--- config.mk ---
export PLATFORM = sky130hd
export DESIGN_NAME = column_gap_branch_detector_core_flat
export DESIGN_NICKNAME = d
export VERILOG_FILES = /design/src/sv/cgbd_pkg.sv /design/src/sv/cgbd_pixel_if.sv /design/src/sv/cgbd_branch_if.sv /design/src/sv/cgbd_cfg_if.sv /design/src/sv/column_gap_branch_detector_core.sv /design/src/flat_wrapper.sv
export SDC_FILE = /design/constraint.sdc
export NUM_CORES = 2
export LEC_CHECK = 0
export ABC_AREA = 0
export BUFFER_PORTS_ARGS = -buffer_cell sky130_fd_sc_hd__buf_2
export CORE_UTILIZATION = 55
export DETAILED_ROUTE_END_ITERATION = 6
export PLACE_DENSITY = 0.71
export SETUP_SLACK_MARGIN = 0.15
export SLEW_MARGIN = 20
export SYNTH_ARGS = -nofsm -noshare
export SYNTH_HDL_FRONTEND = slang
export SYNTH_SLANG_ARGS = --single-unit
--- constraint.sdc ---
create_clock -name clk_i -period 26.2 [get_ports clk_i]
set_input_delay 3.93 -clock clk_i [delete_from_list [all_inputs] [get_ports clk_i]]
set_output_delay 3.93 -clock clk_i [all_outputs]
set_load 0.01 [all_outputs]
--- src/sv/cgbd_pkg.sv ---
// ----------------------------------------------------------------------------
// cgbd_pkg: shared constants for the column gap branch detector
// Field widths, reset values and register indexes used by the interfaces
// and the core.
// ----------------------------------------------------------------------------
package cgbd_pkg;

  localparam int unsigned MAX_HEIGHT = 1024;
  localparam int unsigned MAX_WIDTH  = 1024;

  localparam int unsigned GRAY_W     = 8;
  localparam int unsigned HEIGHT_W   = 11;
  localparam int unsigned FIELD_W    = 10;
  localparam int unsigned CFG_IDX_W  = 1;
  localparam int unsigned CFG_DATA_W = 11;

  localparam logic [GRAY_W-1:0]   THRESHOLD_RESET = 8'd127;
  localparam logic [HEIGHT_W-1:0] HEIGHT_RESET    = 11'd1024;

  // Configuration register indexes.
  localparam logic [CFG_IDX_W-1:0] REG_WHITE_THRESHOLD = 1'd0;
  localparam logic [CFG_IDX_W-1:0] REG_IMAGE_HEIGHT    = 1'd1;

endpackage

--- src/sv/cgbd_pixel_if.sv ---
// ----------------------------------------------------------------------------
// cgbd_pixel_if: pixel stream channel
// One grayscale pixel per word, column-major, with a frame start flag.
// ----------------------------------------------------------------------------
interface cgbd_pixel_if;
  import cgbd_pkg::*;

  logic              valid;
  logic              ready;
  logic [GRAY_W-1:0] gray_level;
  logic              frame_start;

  modport source (output valid, output gray_level, output frame_start, input ready);
  modport sink   (input valid, input gray_level, input frame_start, output ready);
endinterface

--- src/sv/cgbd_branch_if.sv ---
// ----------------------------------------------------------------------------
// cgbd_branch_if: branch report channel
// One word per detected branch point, giving its column and row.
// ----------------------------------------------------------------------------
interface cgbd_branch_if;
  import cgbd_pkg::*;

  logic               valid;
  logic               ready;
  logic [FIELD_W-1:0] branch_x;
  logic [FIELD_W-1:0] branch_y;

  modport source (output valid, output branch_x, output branch_y, input ready);
  modport sink   (input valid, input branch_x, input branch_y, output ready);
endinterface

--- src/sv/cgbd_cfg_if.sv ---
// ----------------------------------------------------------------------------
// cgbd_cfg_if: configuration write channel
// Carries a register index and the data to write into that register.
// ----------------------------------------------------------------------------
interface cgbd_cfg_if;
  import cgbd_pkg::*;

  logic                  valid;
  logic                  ready;
  logic [CFG_IDX_W-1:0]  index;
  logic [CFG_DATA_W-1:0] data;

  modport source (output valid, output index, output data, input ready);
  modport sink   (input valid, input index, input data, output ready);
endinterface

--- src/sv/column_gap_branch_detector_core.sv ---
// ----------------------------------------------------------------------------
// column_gap_branch_detector_core: branch detector on a column-major stream
// Binarizes pixels, follows black runs down each column and reports a run
// that lies wholly beside white pixels of the previous column.
// ----------------------------------------------------------------------------
// Usage:
//   pixel_i carries one pixel per word in column-major order; frame_start on
//   a word restarts row, column and run state before that pixel is handled.
//   branch_o carries one word per branch found: the previous column and the
//   first row of the closed black run. Most pixels produce no word.
//   cfg_i writes white_threshold (index 0) and image_height (index 1); it is
//   always ready and must only be used while the block is idle.
// Timing:
//   One pixel is accepted per clock while branch_o does not stall. When a
//   pixel is accepted, its column bit is read from the bit memory into a
//   register beside the stage 1 payload; when stage 1 fires, the run logic
//   and the write back happen and the output register is loaded.
//   One read and one write of the bit memory per clock, with the write
//   forwarded on a same-row hit, sustain one pixel per cycle without stalls.
// Reset and stalls:
//   Reset clears counters, run state and the output register; the bit memory
//   is not cleared and is written in the first column. When branch_o stalls,
//   the output register and one pixel in flight hold, and pixel_i drops
//   ready until the output word is taken.
// ----------------------------------------------------------------------------
module column_gap_branch_detector_core #(
  parameter int unsigned MaxHeight = cgbd_pkg::MAX_HEIGHT,
  parameter int unsigned MaxWidth  = cgbd_pkg::MAX_WIDTH
) (
  input  logic         clk_i,
  input  logic         rst_ni,
  cgbd_pixel_if.sink   pixel_i,
  cgbd_cfg_if.sink     cfg_i,
  cgbd_branch_if.source branch_o
);
  import cgbd_pkg::*;

  localparam int unsigned RW  = $clog2(MaxHeight);
  localparam int unsigned CW  = $clog2(MaxWidth);
  localparam int unsigned HCW = (RW + 1 > HEIGHT_W) ? RW + 1 : HEIGHT_W;
  localparam int unsigned XW  = (CW > FIELD_W) ? CW : FIELD_W;
  localparam int unsigned YW  = (RW > FIELD_W) ? RW : FIELD_W;

  localparam logic [HCW-1:0] HeightMax  = HCW'(MaxHeight);
  localparam logic [HCW-1:0] HeightMin  = HCW'(2);
  localparam logic [RW-1:0]  RowLast    = RW'(MaxHeight - 1);
  localparam logic [CW-1:0]  ColLast    = CW'(MaxWidth - 1);

  // Configuration registers.
  logic [GRAY_W-1:0]   threshold_q;
  logic [HEIGHT_W-1:0] height_q;

  assign cfg_i.ready = 1'b1;

  always_ff @(posedge clk_i or negedge rst_ni) begin
    if (!rst_ni) begin
      threshold_q <= THRESHOLD_RESET;
      height_q    <= HEIGHT_RESET;
    end else if (cfg_i.valid) begin
      case (cfg_i.index)
        REG_WHITE_THRESHOLD: threshold_q <= cfg_i.data[GRAY_W-1:0];
        REG_IMAGE_HEIGHT:    height_q    <= cfg_i.data[HEIGHT_W-1:0];
        default: ;
      endcase
    end
  end

  // Handshake between the two stages and the output register.
  logic s1_valid_q;
  logic out_valid_q;
  logic s1_fire;
  logic accept;

  assign s1_fire       = s1_valid_q && (!out_valid_q || branch_o.ready);
  assign pixel_i.ready = !s1_valid_q || s1_fire;
  assign accept        = pixel_i.valid && pixel_i.ready;

  // Stage 0: row and column counters, memory read address.
  logic [RW-1:0]  row_q, row_d;
  logic [CW-1:0]  col_q, col_d;
  logic [RW-1:0]  row0;
  logic [CW-1:0]  col0;
  logic [HCW-1:0] height_ext;
  logic [HCW-1:0] eff_height;
  logic           last0;
  logic           white0;

  always_comb begin
    height_ext = HCW'(height_q);
    if (height_ext < HeightMin) begin
      eff_height = HeightMin;
    end else if (height_ext > HeightMax) begin
      eff_height = HeightMax;
    end else begin
      eff_height = height_ext;
    end

    row0 = pixel_i.frame_start ? '0 : row_q;
    col0 = pixel_i.frame_start ? '0 : col_q;
    if (row0 > RowLast) begin
      row0 = RowLast;
    end
    last0  = HCW'(row0) >= (eff_height - HCW'(1));
    white0 = pixel_i.gray_level > threshold_q;

    if (last0) begin
      row_d = '0;
      col_d = (col0 < ColLast) ? col0 + CW'(1) : col0;
    end else begin
      row_d = row0 + RW'(1);
      col_d = col0;
    end
  end

  always_ff @(posedge clk_i or negedge rst_ni) begin
    if (!rst_ni) begin
      row_q <= '0;
      col_q <= '0;
    end else if (accept) begin
      row_q <= row_d;
      col_q <= col_d;
    end
  end

  // Stage 1 payload.
  logic          s1_white_q;
  logic          s1_last_q;
  logic          s1_start_q;
  logic [RW-1:0] s1_row_q;
  logic [CW-1:0] s1_col_q;

  always_ff @(posedge clk_i or negedge rst_ni) begin
    if (!rst_ni) begin
      s1_valid_q <= 1'b0;
    end else if (accept) begin
      s1_valid_q <= 1'b1;
    end else if (s1_fire) begin
      s1_valid_q <= 1'b0;
    end
  end

  always_ff @(posedge clk_i) begin
    if (accept) begin
      s1_white_q <= white0;
      s1_last_q  <= last0;
      s1_start_q <= pixel_i.frame_start;
      s1_row_q   <= row0;
      s1_col_q   <= col0;
    end
  end

  // Previous column bit memory: read at accept, written when stage 1 fires.
  // A write to the address being read in the same cycle is forwarded.
  logic mem_q [MaxHeight];
  logic rdata_q;
  logic fwd_q;
  logic fwd_bit_q;

  always_ff @(posedge clk_i) begin
    if (s1_fire) begin
      mem_q[s1_row_q] <= s1_white_q;
    end
    if (accept) begin
      rdata_q   <= mem_q[row0];
      fwd_q     <= s1_fire && (s1_row_q == row0);
      fwd_bit_q <= s1_white_q;
    end
  end

  // Stage 1: run tracking.
  logic          in_run_q, in_run_d;
  logic [RW-1:0] start_row_q, start_row_d;
  logic          beside_q, beside_d;
  logic          prev_white;
  logic          close_run;
  logic          hit;

  always_comb begin
    prev_white  = fwd_q ? fwd_bit_q : rdata_q;
    in_run_d    = s1_start_q ? 1'b0 : in_run_q;
    start_row_d = s1_start_q ? '0 : start_row_q;
    beside_d    = s1_start_q ? 1'b1 : beside_q;
    close_run   = 1'b0;

    if (!s1_white_q) begin
      if (!in_run_d) begin
        in_run_d    = 1'b1;
        start_row_d = s1_row_q;
        beside_d    = prev_white;
      end else begin
        beside_d = beside_d && prev_white;
      end
      close_run = s1_last_q;
    end else if (in_run_d) begin
      close_run = 1'b1;
    end

    hit = close_run && beside_d && (s1_col_q != '0);
    if (close_run || s1_last_q) begin
      in_run_d = 1'b0;
      beside_d = 1'b1;
    end
  end

  always_ff @(posedge clk_i or negedge rst_ni) begin
    if (!rst_ni) begin
      in_run_q    <= 1'b0;
      start_row_q <= '0;
      beside_q    <= 1'b1;
    end else if (s1_fire) begin
      in_run_q    <= in_run_d;
      start_row_q <= start_row_d;
      beside_q    <= beside_d;
    end
  end

  // Output register.
  logic [XW-1:0]      bx_full;
  logic [YW-1:0]      by_full;
  logic [FIELD_W-1:0] branch_x_q;
  logic [FIELD_W-1:0] branch_y_q;

  assign bx_full = XW'(s1_col_q) - XW'(1);
  assign by_full = YW'(start_row_d);

  always_ff @(posedge clk_i or negedge rst_ni) begin
    if (!rst_ni) begin
      out_valid_q <= 1'b0;
    end else if (s1_fire) begin
      out_valid_q <= hit;
    end else if (branch_o.ready) begin
      out_valid_q <= 1'b0;
    end
  end

  always_ff @(posedge clk_i) begin
    if (s1_fire && hit) begin
      branch_x_q <= bx_full[FIELD_W-1:0];
      branch_y_q <= by_full[FIELD_W-1:0];
    end
  end

  assign branch_o.valid    = out_valid_q;
  assign branch_o.branch_x = branch_x_q;
  assign branch_o.branch_y = branch_y_q;

endmodule
--- src/flat_wrapper.sv ---
// flat-port wrapper written by rule: the top's interface ports become plain ports
module column_gap_branch_detector_core_flat import cgbd_pkg::*;
#(
  parameter int unsigned MaxHeight = cgbd_pkg::MAX_HEIGHT,
  parameter int unsigned MaxWidth  = cgbd_pkg::MAX_WIDTH
)
  (clk_i, rst_ni, pixel_i_valid, pixel_i_gray_level, pixel_i_frame_start, pixel_i_ready, cfg_i_valid, cfg_i_index, cfg_i_data, cfg_i_ready, branch_o_valid, branch_o_branch_x, branch_o_branch_y, branch_o_ready);
  cgbd_pixel_if pixel_i_i ();
  cgbd_cfg_if cfg_i_i ();
  cgbd_branch_if branch_o_i ();
  input  logic clk_i;
  input  logic rst_ni;
  input wire logic [$bits(pixel_i_i.valid)-1:0] pixel_i_valid;
  input wire logic [$bits(pixel_i_i.gray_level)-1:0] pixel_i_gray_level;
  input wire logic [$bits(pixel_i_i.frame_start)-1:0] pixel_i_frame_start;
  output wire logic [$bits(pixel_i_i.ready)-1:0] pixel_i_ready;
  input wire logic [$bits(cfg_i_i.valid)-1:0] cfg_i_valid;
  input wire logic [$bits(cfg_i_i.index)-1:0] cfg_i_index;
  input wire logic [$bits(cfg_i_i.data)-1:0] cfg_i_data;
  output wire logic [$bits(cfg_i_i.ready)-1:0] cfg_i_ready;
  output wire logic [$bits(branch_o_i.valid)-1:0] branch_o_valid;
  output wire logic [$bits(branch_o_i.branch_x)-1:0] branch_o_branch_x;
  output wire logic [$bits(branch_o_i.branch_y)-1:0] branch_o_branch_y;
  input wire logic [$bits(branch_o_i.ready)-1:0] branch_o_ready;
  assign pixel_i_i.valid = pixel_i_valid;
  assign pixel_i_i.gray_level = pixel_i_gray_level;
  assign pixel_i_i.frame_start = pixel_i_frame_start;
  assign pixel_i_ready = pixel_i_i.ready;
  assign cfg_i_i.valid = cfg_i_valid;
  assign cfg_i_i.index = cfg_i_index;
  assign cfg_i_i.data = cfg_i_data;
  assign cfg_i_ready = cfg_i_i.ready;
  assign branch_o_valid = branch_o_i.valid;
  assign branch_o_branch_x = branch_o_i.branch_x;
  assign branch_o_branch_y = branch_o_i.branch_y;
  assign branch_o_i.ready = branch_o_ready;
  column_gap_branch_detector_core #(.MaxHeight(MaxHeight), .MaxWidth(MaxWidth)) u_core (.clk_i(clk_i), .rst_ni(rst_ni), .pixel_i(pixel_i_i), .cfg_i(cfg_i_i), .branch_o(branch_o_i));
endmodule
==> summary.txt <==
Floorplan
  – Die width: around 300 um
  – Site Rows: about 110
  – Ports: about 50
  – Die outline area: 91600 sq um
  – Starting utilization of the core area: between 50% and 60%
  – Placeable core area: just under 90000 sq um
  – Height of the die: about 300 um

Drt
  – Vias post-DR: approximately 34000
  – Residual DRC: 18
  – Number of nets still failing antenna checks after routing: 0
  – Total wire length after detailed routing: roughly 140 mm
  – Routed length per instance: ~27 um
  – Iteration count of the initial detailed-routing pass: 7
  – Number of DRC markers after the initial detailed-route iteration: between 4000 and 5000
  – DR vias/cell: approximately 6.5

Placed design
  – Half-perimeter wire length after placement: about 75 mm
  – IO buf count: 47
  – Final weighted congestion of routability-driven global placement: approximately 0.88
  – DP Worst Slack: 17.22 ns
  – Inst Count DP: around 5000

Timing
  – Pins over their slew limit: 0
  – Clock Skews: 0.0306 ns
  – Total Neg Setup Slack: 0 ns
  – Highest Clock Rate: between 0.1 and 0.15 GHz
  – Crit share post-route: around a third
  – Setup WS post-layout: 17.81 ns
  – Minimum clock period: between 8 and 9 ns
  – Transition time at the pin with the least slew margin: ~1.2 ns
  – Worst slew margin: between 20% and 30%
  – Number of failing hold endpoints at the final stage: 0
  – Setup violations, final: 0
  – RSZ-0062 raised after global routing: no

Worst setup path
  – Slowest Stage Delay on Critical Path: roughly 0.80 ns
  – Required time of the worst setup path: approximately 27 ns
  – Startpoint-to-endpoint class of the critical path: in -> reg
  – CP cell instances: buf_2 -> nor2b_4 -> inv_8 -> buf_4 -> buf_4 -> o22ai_1 -> nor2_1 -> a21oi_1 -> a2111oi_2 -> nor3_1 -> or4_1 -> and4_4 -> a2111oi_2
  – Cell with the biggest individual delay on the critical path: sky130_fd_sc_hd__buf_4
  – Startpoint Class: primary input
  – Signal arrival time at the worst endpoint: between 8 and 9 ns
  – Max FO, Critical Path: 86
  – Critical path capture point type: register

Power
  – Worst VDD drop: 0.0000532 V
  – Power density over the cells: approximately 79 nW/um^2
  – Pwr Total: about 0.0043 W
  – Leakage: between 15 and 20 nW

Clocking
  – Clock sink count: between 1000 and 1500
  – Number of resized instances in the post-cts repair step: 0
  – Post-CTS Repair Setup Buffers: 0
  – Depth of the CTS H-tree: 3
  – Post-cts hold buffer count: 0
  – CTS max path bufs: 3
  – Number of buffers created by CTS: 114
  – Clock network latency to the later pin of the worst-skew pair: roughly 0.7 ns
  – CTS tree: built
  – Reg clk slew, reported paths: ~0.060 ns
  – Clock tree root driver cell: sky130_fd_sc_hd__clkbuf_16

Global routing
  – Pin count of the biggest net entering global routing: about 300
  – Vias in the first global route: between 30000 and 40000
  – First-pass GRT wire length: around 200 mm
  – Tot GR Track Use: a little under a third
  – Overall overflow remaining after global route: 0
  – Antenna violations before repair: 4

Synth
  – Number of distinct standard cells referenced by the synthesized netlist: 80
  – Count of flip-flops with a built-in enable after synthesis: between 1000 and 1500
  – Gate count of the mapped netlist: between 4000 and 5000
  – Async set or reset register ratio after synthesis: under 10%
  – Per-instance average area after synthesis: between 10 and 15 sq um
  – Synthesis Warnings: 0
  – Top_reg_cell synth: sky130_fd_sc_hd__edfxtp_1
  – Synthesized flop and latch total: about 1100
  – Area of the mapped netlist: 49700 sq um
  – Share of synthesized area occupied by flip-flops and latches: roughly two thirds
  – Syn_nets: 4081

Final layout
  – Number of nets in the layout: roughly 4000
  – Layout-stage area growth over the synthesis result: 9.74%
  – Ratio of cells with drive above 1 in the final layout: approximately an eighth
  – Final Instance Count excl. Fillers: 5179

Status
  – Violated checks: design-rule violations
  – Status: finished with violations

Worst hold path
  – Type of the most critical hold path: reg -> reg

Flow run
  – # Max-Cap Violations: 0
==> layer usage <==
metal | wire (um) | vias to the layer above | track usage, % | part of all wire [%]
met1 | 51800 | 16714 | 40.4 | 37
met4 | 7160 | 2 | 14.8 | 5.1
met2 | 63700 | 2230 | 47.4 | 46
li1 | - | 14463 | - | -
met3 | 17000 | 403 | 6.40 | 12
met5 | 13 | - | 0 | 0.0093
==> stage by stage <==
step / area (sq um) / hold WS (ns) / utilization [%]
after floorplan: 49700 / 0.478 / -
after global placement: 50800 / 0.490 / 57.2
after detailed placement: 50900 / 0.493 / 57.2
after CTS: 54500 / 0.501 / 61.2
after global routing: 54600 / 0.530 / 61.4
final: 54600 / 0.498 / 61.4
==> cells in the mapped netlist, drive strengths merged, types with 4 or more instances <==
master	instances	area, sq um
nor3	31	155
and3	11	68.8
a222oi	41	410
o21bai	4	33.8
a221o	20	200
nand4	12	75.1
mux4	10	225
a31oi	20	125
nor2b	37	231
o311ai	6	52.6
nor3b	8	71.3
o21ai	73	365
a2111oi	4	47.6
mux2	87	980
inv	24	90.1
o31ai	4	30.0
o21a	4	30.0
a211oi	30	225
a21o	9	67.6
o221ai	24	210
a22o	5	43.8
nand2	243	912
ha	22	275
clkbuf	226	850
xor2	15	131
o22ai	104	651
nand3	72	360
nand2b	39	244
o211ai	37	278
and2	4	25.0
dfrtp	44	1100
nand3b	6	45.0
and3b	4	35.0
nor2	1071	4020
a21oi	75	375
dfstp	9	236
edfxtp	1070	32100
mux2i	254	2540
xnor2	12	105
a221oi	37	324
nor4	5	31.3
buf	141	687
a22oi	38	285
==> cell type report <==
class / count / area (sq um)
Timing Repair Buffer: 134 / 970
Clock inverter: 67 / 589
Fill cell: 6793 / 34400
Multi-Input combinational cell: 2517 / 14900
Tap cell: 1165 / 1460
Sequential cell: 1123 / 33500
Clock buffer: 145 / 3020
Antenna cell: 2 / 5.00
Inverter: 26 / 105
==> critical path, delay by kind of cell <==
kind	cells	cell delay, ns
compound gates	4	1.02
simple gates	5	1.16
buf+inv	4	2.63
==> worst paths after layout <==
path	start	end	slack, ns	cells past startpoint
setup reg to reg	u_core.row_q[0]$_DFFE_PN0P_	u_core.rdata_q$_DFFE_PP_	20.61	10
hold / removal	u_core.threshold_q[6]$_DFFE_PN1P_	u_core.threshold_q[6]$_DFFE_PN1P_	0.50	2
min in group asynchronous	rst_ni	u_core.start_row_q[4]$_DFFE_PN0P_	3.37	2
hold reg to reg	u_core.threshold_q[6]$_DFFE_PN1P_	u_core.threshold_q[6]$_DFFE_PN1P_	0.50	2
setup / recovery	pixel_i_frame_start	u_core.rdata_q$_DFFE_PP_	17.81	13
max in group asynchronous	rst_ni	u_core.row_q[0]$_DFFE_PN0P_	22.26	2
==> state kept, by name (all words and copies together), names as in the netlist <==
name and count:
u_core.s1_valid_q 1, u_core.fwd_bit_q 1, u_core.start_row_q 10, u_core.rdata_q 1, u_core.threshold_q 8, u_core.branch_o.branch_x 10
u_core.s1_row_q 10, u_core.row_q 10, u_core.fwd_q 1, u_core.col_q 10, u_core.beside_q 1, u_core.height_ext 11
u_core.branch_o.branch_y 10, u_core.s1_start_q 1, u_core.s1_col_q 10, u_core.s1_last_q 1, u_core.s1_white_q 1, u_core.branch_o.valid 1
u_core.mem_q 1024, u_core.in_run_q 1
==> power by group <==
group | internal [W] | switching (W)
Combinational | 0.000193 | 0.000464
Clock | 0.000903 | 0.000689
Sequential | 0.00204 | 0.0000296
Total | 0.00314 | 0.00118
==> cell families (layout without fill, tap and decap cells) <==
logic type               Yosys count  count (layout)  share of synthesized area (%)
adder cells (fa/ha/maj)           22              22                          0.554
AO/OA/AOI/OAI                    553             553                           7.89
AND/OR/NAND/NOR                 1563            1563                           12.9
XOR/XNOR                          27              27                          0.476
flip-flops                      1123            1123                           67.3
other                              1               3                        0.00754
multiplexers                     351             351                           7.54
buffers and inverters            393             372                           3.29
==> layout by cell type, fill, tap and decap left out, types with 27 or more instances in the layout <==
cell | Yosys | layout
sky130_fd_sc_hd__nor3_1 | 31 | 27
sky130_fd_sc_hd__buf_4 | 22 | 81
sky130_fd_sc_hd__buf_2 | 54 | 47
sky130_fd_sc_hd__nand3_1 | 72 | 44
sky130_fd_sc_hd__a211oi_1 | 30 | 30
sky130_fd_sc_hd__dfrtp_1 | 44 | 42
sky130_fd_sc_hd__nor2_1 | 1071 | 1065
sky130_fd_sc_hd__o22ai_1 | 104 | 104
sky130_fd_sc_hd__nand2_1 | 243 | 225
sky130_fd_sc_hd__mux2_2 | 87 | 87
sky130_fd_sc_hd__a22oi_1 | 38 | 38
sky130_fd_sc_hd__o211ai_1 | 37 | 37
sky130_fd_sc_hd__nor2b_1 | 37 | 34
sky130_fd_sc_hd__o21ai_0 | 62 | 62
sky130_fd_sc_hd__clkbuf_1 | 225 | 27
sky130_fd_sc_hd__a21oi_1 | 75 | 75
sky130_fd_sc_hd__nand2b_1 | 39 | 37
sky130_fd_sc_hd__mux2i_1 | 254 | 254
sky130_fd_sc_hd__a221oi_1 | 37 | 37
sky130_fd_sc_hd__clkbuf_16 | 0 | 115
sky130_fd_sc_hd__edfxtp_1 | 1070 | 1070
sky130_fd_sc_hd__a222oi_1 | 41 | 41
Note: power is estimated with default switching activity, not from simulation.
